**config.mk**
```make
export PLATFORM = sky130hd
export DESIGN_NAME = ffga_ram
export DESIGN_NICKNAME = d
export VERILOG_FILES = /design/src/hw/rtl/ffga_pkg.sv /design/src/hw/rtl/ffga_ram.sv
export SDC_FILE = /design/constraint.sdc
export NUM_CORES = 1
export LEC_CHECK = 0
export ABC_AREA = 1
export ABC_CLOCK_PERIOD_IN_PS = 2500
export BUFFER_PORTS_ARGS = -buffer_cell sky130_fd_sc_hd__buf_2
export CAP_MARGIN = 25
export CORE_ASPECT_RATIO = 0.8
export CORE_MARGIN = 10
export CORE_UTILIZATION = 40
export CTS_CLUSTER_SIZE = 40
export DETAILED_ROUTE_END_ITERATION = 8
export GPL_ROUTABILITY_DRIVEN = 0
export GPL_TIMING_DRIVEN = 0
export PLACE_DENSITY = 0.51
export SLEW_MARGIN = 5
export SYNTH_ARGS = -nofsm -noshare
export SYNTH_HDL_FRONTEND = slang
export SYNTH_SLANG_ARGS = --single-unit
```
**constraint.sdc**
```tcl
create_clock -name i_clk -period 2.5 [get_ports i_clk]
set_input_delay 0.375 -clock i_clk [delete_from_list [all_inputs] [get_ports i_clk]]
set_output_delay 0.375 -clock i_clk [all_outputs]
set_load 0.05 [all_outputs]
```
**src/hw/rtl/ffga_pkg.sv**
```systemverilog
`default_nettype none

package ffga_pkg;

    // Default grid limits
    localparam int MAX_COLS_DEF = 128;
    localparam int MAX_ROWS_DEF = 128;

    // Field widths
    localparam int KIND_W    = 2;
    localparam int POS_W     = 7;
    localparam int TIMER_W   = 9;
    localparam int CFG_W     = 8;
    localparam int CFG_IDX_W = 3;

    // Item operations
    localparam logic [KIND_W-1:0] OP_WRITE = 2'd0;
    localparam logic [KIND_W-1:0] OP_READ  = 2'd1;
    localparam logic [KIND_W-1:0] OP_STEP  = 2'd2;
    localparam logic [KIND_W-1:0] OP_NONE  = 2'd3;

    // Cell types
    localparam logic [KIND_W-1:0] CELL_NORMAL  = 2'd0;
    localparam logic [KIND_W-1:0] CELL_BURNING = 2'd1;
    localparam logic [KIND_W-1:0] CELL_REGROW  = 2'd2;

    // Configuration register indexes
    localparam logic [CFG_IDX_W-1:0] REG_COLS   = 3'd0;
    localparam logic [CFG_IDX_W-1:0] REG_ROWS   = 3'd1;
    localparam logic [CFG_IDX_W-1:0] REG_BURN   = 3'd2;
    localparam logic [CFG_IDX_W-1:0] REG_REGROW = 3'd3;
    localparam logic [CFG_IDX_W-1:0] REG_REST   = 3'd4;

    // Configuration reset values
    localparam logic [CFG_W-1:0] COLS_RST   = 8'd100;
    localparam logic [CFG_W-1:0] ROWS_RST   = 8'd100;
    localparam logic [CFG_W-1:0] BURN_RST   = 8'd12;
    localparam logic [CFG_W-1:0] REGROW_RST = 8'd2;
    localparam logic [CFG_W-1:0] REST_RST   = 8'd8;

    // One stored cell: type in the upper bits, timer below
    typedef struct packed {
        logic [KIND_W-1:0]         kind;
        logic signed [TIMER_W-1:0] timer;
    } t_cell;

    localparam int CELL_BITS = $bits(t_cell);

endpackage

`default_nettype wire

```
**src/hw/rtl/ffga_ram.sv**
```systemverilog
`default_nettype none

// Simple dual-port RAM: one write port, one read port with registered data
module ffga_ram import ffga_pkg::*; #(
    parameter int WIDTH = CELL_BITS,
    parameter int DEPTH = MAX_COLS_DEF
) (
    input  wire logic                     i_clk,
    input  wire logic                     i_we,
    input  wire logic [$clog2(DEPTH)-1:0] i_waddr,
    input  wire logic [WIDTH-1:0]         i_wdata,
    input  wire logic [$clog2(DEPTH)-1:0] i_raddr,
    output      logic [WIDTH-1:0]         o_rdata
);

    logic [WIDTH-1:0] r_mem [DEPTH];

    always_ff @(posedge i_clk) begin
        if (i_we) begin
            r_mem[i_waddr] <= i_wdata;
        end
        o_rdata <= r_mem[i_raddr];
    end

endmodule

`default_nettype wire

```
* Word level (Yosys, flattened, before mapping) *
Memory sizes are Yosys's and may differ from the RTL's. A register that Yosys moved wholly into a read port is not among the register bits.
Index checks and enable logic that the tools add are counted.

storage, ports and cells
  logic and storage cells = 3
  latch bits = 0
  output and inout port bits = 11
  memories = 1
  bits in read-only memories = 0
  bits in registers = 0
  memory bits (writable) = 1408
  input port bits = 27

memory list
  name   depth  bits a word  rd ports  clocked after memory_dff  wr ports  RTL line        text
  r_mem  128    11           1         1                         1         ffga_ram.sv:16  logic [WIDTH-1:0] r_mem [DEPTH];

operators by class
  reduce and logical (&&, ||, !) cells = 0
  shift-type cells = 0
  equal/unequal tests = 0
  add/sub/neg operators = 0
  bitwise gates (word level) = 0
  mux-type cells = 2
  multiply operators = 0
  order comparisons = 0
  div/mod/pow operators = 0

operator list
  cell              count
  1-bit 2-to-1 mux  2

* Depth between registers and ports, before layout *
  depth after elaboration = 2
  gate-level depth with buffers = 14

* Least setup slack after synthesis *
No wires, ideal clock.

  path kind = input port to flip-flop
  start point = input i_we
  end point = memory r_mem[127][0] (netlist name) (enable)
  arrival = 1.485 ns
  stages = 4
  setup time = 0.378 ns
  path slack = 0.637 ns
  cells stage by stage = clkbuf_1 nand2_1 clkbuf_1 nor2_1

between the ends
  cells in the longest elaborated chain, start to end = 2

RTL lines
  item                                    RTL line        text
  start: declaration                      ffga_ram.sv:9   input wire logic i_we,
  1-bit 2-to-1 mux                        ffga_ram.sv:19  if (i_we) begin
  1-bit 2-to-1 mux (not written as such)  ffga_ram.sv:20  r_mem[i_waddr] <= i_wdata;
  end: declaration                        ffga_ram.sv:16

Every way passes these cells.

==> metrics list <==
- Of the available clock period, the critical path in the final layout requires 1.02.
- After detailed routing, the number of remaining DRC violations is 0.
- In this run the worst hold path is classified as input port to register.
* Final Routed Wirelength: 201000 um
- The worst-case IR drop observed on VDD is 0.677 mV.
* GR peak layer: met1
- Worst slack after detailed placement: -836 ps
* Failing checks: negative setup slack
* RSZ-0062 raised after global routing: false
- Critical Path Sink Type: register
- Initial DRC Count: 5392
* Initial core utilization: 0.402
- Syn nets: 4868
* Critical Path Start Type: input port
* Cts bufs inserted: 148
* Post-detailed-placement cell area: 0.0611 mm^2
- Synthesized area divided by synthesized cell count: 11.8 um^2
- The via count of the first global-routing pass was 36.3k.
* Yosys top cell area share: 0.738
- Most area-hungry cell type in the Yosys netlist: sky130_fd_sc_hd__edfxtp_1
- At the later pin of the worst-skew pair, clock insertion delay measures 790 ps.
* Routing usage on met2: 0.351
- Most frequent cells in the layout: sky130_fd_sc_hd__nand2_1, sky130_fd_sc_hd__edfxtp_1, sky130_fd_sc_hd__nand3_1, sky130_fd_sc_hd__buf_2, sky130_fd_sc_hd__clkbuf_16
* Crit path setup slack, layout: -45.9 ps
- Post-synth design cell area: 0.0573 mm^2
- HPWL after detailed placement: 141000 um
- TritonCTS built the clock tree.
- Largest fanout on the critical path: 10
- From bottom edge to top edge, the die measures 358 um.
- Fin cells: 7151
- The tightest hold path in the finished design has a slack of 42.0 ps.
- In the final routed layout, each cell accounts on average for 28.1 um.
- The final-report hold violation count was 0.
- On the final layout, the worst clock skew is 28.9 ps.
* Clock root buffer master: sky130_fd_sc_hd__clkbuf_16
- Post-synthesis cell type count: 14
- Critical setup path kind: input port to register
- The first global-routing pass estimated 280000 um of wire.
* Die span in x: 443 um
* Row Count: 124
- Fill cells: 13.0k
* DR vias: 39.8k
- In this run the remaining antenna-violating nets after routing total 0.
- The region available for standard cell placement spans 0.143 mm^2.
- The library cell used most frequently in the layout, excluding fill and tap cells, is sky130_fd_sc_hd__nand2_1.
- Fraction of final layout cells sized beyond drive strength 1: 0.111
* 1st-pass router iterations: 5
* Total gr overflow: 0
- Number of cells produced by synthesis: 4841
* Number of violations of the max-capacitance limit: 0
- Count of yosys warnings during synthesis: 0
- Count of clock tree sinks: 1419
- Highest clock frequency the design can meet: 393 MHz
- Slew HR: 0.292
- Final slew viol count: 0
- For this run, the register share of the synthesized area comes to 0.742.
- For met3 alone, demand over resource in global routing was 0.0500.
- Summing all flip-flop and latch instances after layout gives 0.0425 mm^2.
- Data arrival time at the worst-slack endpoint: 3160 ps
* Largest net degree at the start of global routing: 84
- Data required time of the worst path: 3110 ps
- Counting along the longest clock path gives a buffer depth of 3.
- 38 I/O pins were placed.
- H-tree Lvls: 4
- Setup Total Neg Slack: -181 ps
- GRT Resource Usage Total: 0.248
- Dividing the detail-routed via count by the number of cells gives 5.56.
- At the pin with the least slew margin, the transition time is 1060 ps.
- Signed area change from the synthesized netlist to the final layout: 14.9%
* DP Cell Count: 6852
- Die area: 0.159 mm^2
- Dividing total power by cell area gives a power density of 777 mW/mm^2.
* Top area cells in the synthesized netlist: sky130_fd_sc_hd__edfxtp_1, sky130_fd_sc_hd__nand3_1, sky130_fd_sc_hd__nand2_1
* Standby leakage power: 23.5 nW
* Area taken by multi-input logic gates: 0.0132 mm^2
- Clock transition at the register clock pins on the worst setup and hold paths after CTS: 60 ps
- Finished layout cell area: 0.0658 mm^2
- Antenna violations before repair: 7
* PortBufs: 34
- Subtracting the final worst setup slack from the clock period gives 2550 ps.
- For this run, the post-layout net count is 5174.
* Final setup vio count: 5
- Result of the run: complete, but fails checks
- In this run, synthesis produced a sequential element count of 1419.
- In the global route stage, met1 resource usage came out at 0.366.
kinds of logic (layout without fill, tap and decap cells):
| family | Yosys count | count (layout) | share of synthesized area |
|---|---|---|---|
| buffers and inverters | 339 | 755 | 0.0280 |
| DFF | 1419 | 1419 | 0.742 |
| other | 0 | 4 | 0 |
| and+or+nand+nor | 3083 | 3083 | 0.230 |
flip-flops by register name, summed over array words and instances (netlist names):
register / cells
r_mem: 1408
o_rdata: 11
metal layers:
metal | routed length [um] | part of all wire
met3 | 19500 | 0.097
met5 | 13 | 0.000065
met1 | 89100 | 0.44
met4 | 9140 | 0.045
met2 | 83400 | 0.41
cells in the mapped netlist (all sizes together):
library cell / number
nand2: 1662
edfxtp: 1408
nand3: 1279
buf: 244
nor2: 134
clkbuf: 71
inv: 22
dfxtp: 11
nor3: 8
clkinv: 2
metrics by stage:
step,util,power (W)
6_report,0.462,0.0511
3_5_place_dp,0.429,0.0305
4_1_cts,0.460,0.0513
5_1_grt,0.462,0.0525
2_1_floorplan,-,0.0285
3_3_place_gp,0.420,0.0305
critical path: stages:
cell and delay (ps):
sky130_fd_sc_hd__buf_2 120, sky130_fd_sc_hd__buf_2 240, sky130_fd_sc_hd__buf_2 500, sky130_fd_sc_hd__buf_2 400, sky130_fd_sc_hd__nand3_1 340, sky130_fd_sc_hd__nand3_1 330
sky130_fd_sc_hd__nand3_1 250, sky130_fd_sc_hd__nand2_1 150, sky130_fd_sc_hd__nand2_1 70, sky130_fd_sc_hd__nand3_1 90, sky130_fd_sc_hd__nand2_1 60, sky130_fd_sc_hd__nand2_1 50
sky130_fd_sc_hd__nand2_1 180
worst paths after layout:
path                            cells after the start     startpoint             to  slack (ps)
worst max-delay path                               13     i_raddr[1]     o_rdata[9]         -50
worst min-delay path                                1     i_wdata[8]  r_mem[112][8]          40
worst max register to register                     10  r_mem[126][9]     o_rdata[9]         250
worst min register to register                     10  r_mem[50][10]    o_rdata[10]        1150
where the power goes:
group          switching, W  internal [W]
clock               0.00926        0.0117
sequential        0.0000246        0.0263
combinational       0.00302      0.000828
total                0.0123        0.0388
repair_timing:
| action | in CTS | in global routing |
|---|---|---|
| setup buffers | 0 | 0 |
| resized for setup | 0 | 11 |
| hold buffers | 1 | 0 |
| endpoints found under the setup margin | 0 | 23 |
| endpoints found under the hold margin | 2 | 0 |
cell type report:
| type | count | share of cell area |
|---|---|---|
| plain buffers | 315 | 0.0233 |
| diodes | 4 | 0.000152 |
| clock inverters | 72 | 0.00834 |
| well taps | 1890 | 0.0359 |
| clock buffers | 188 | 0.0589 |
| flip-flops and latches | 1419 | 0.646 |
| repair buffers | 156 | 0.0253 |
| inverters | 24 | 0.00137 |
| multi-input cells | 3083 | 0.201 |
No activity file was read; power rests on OpenSTA's default activity.
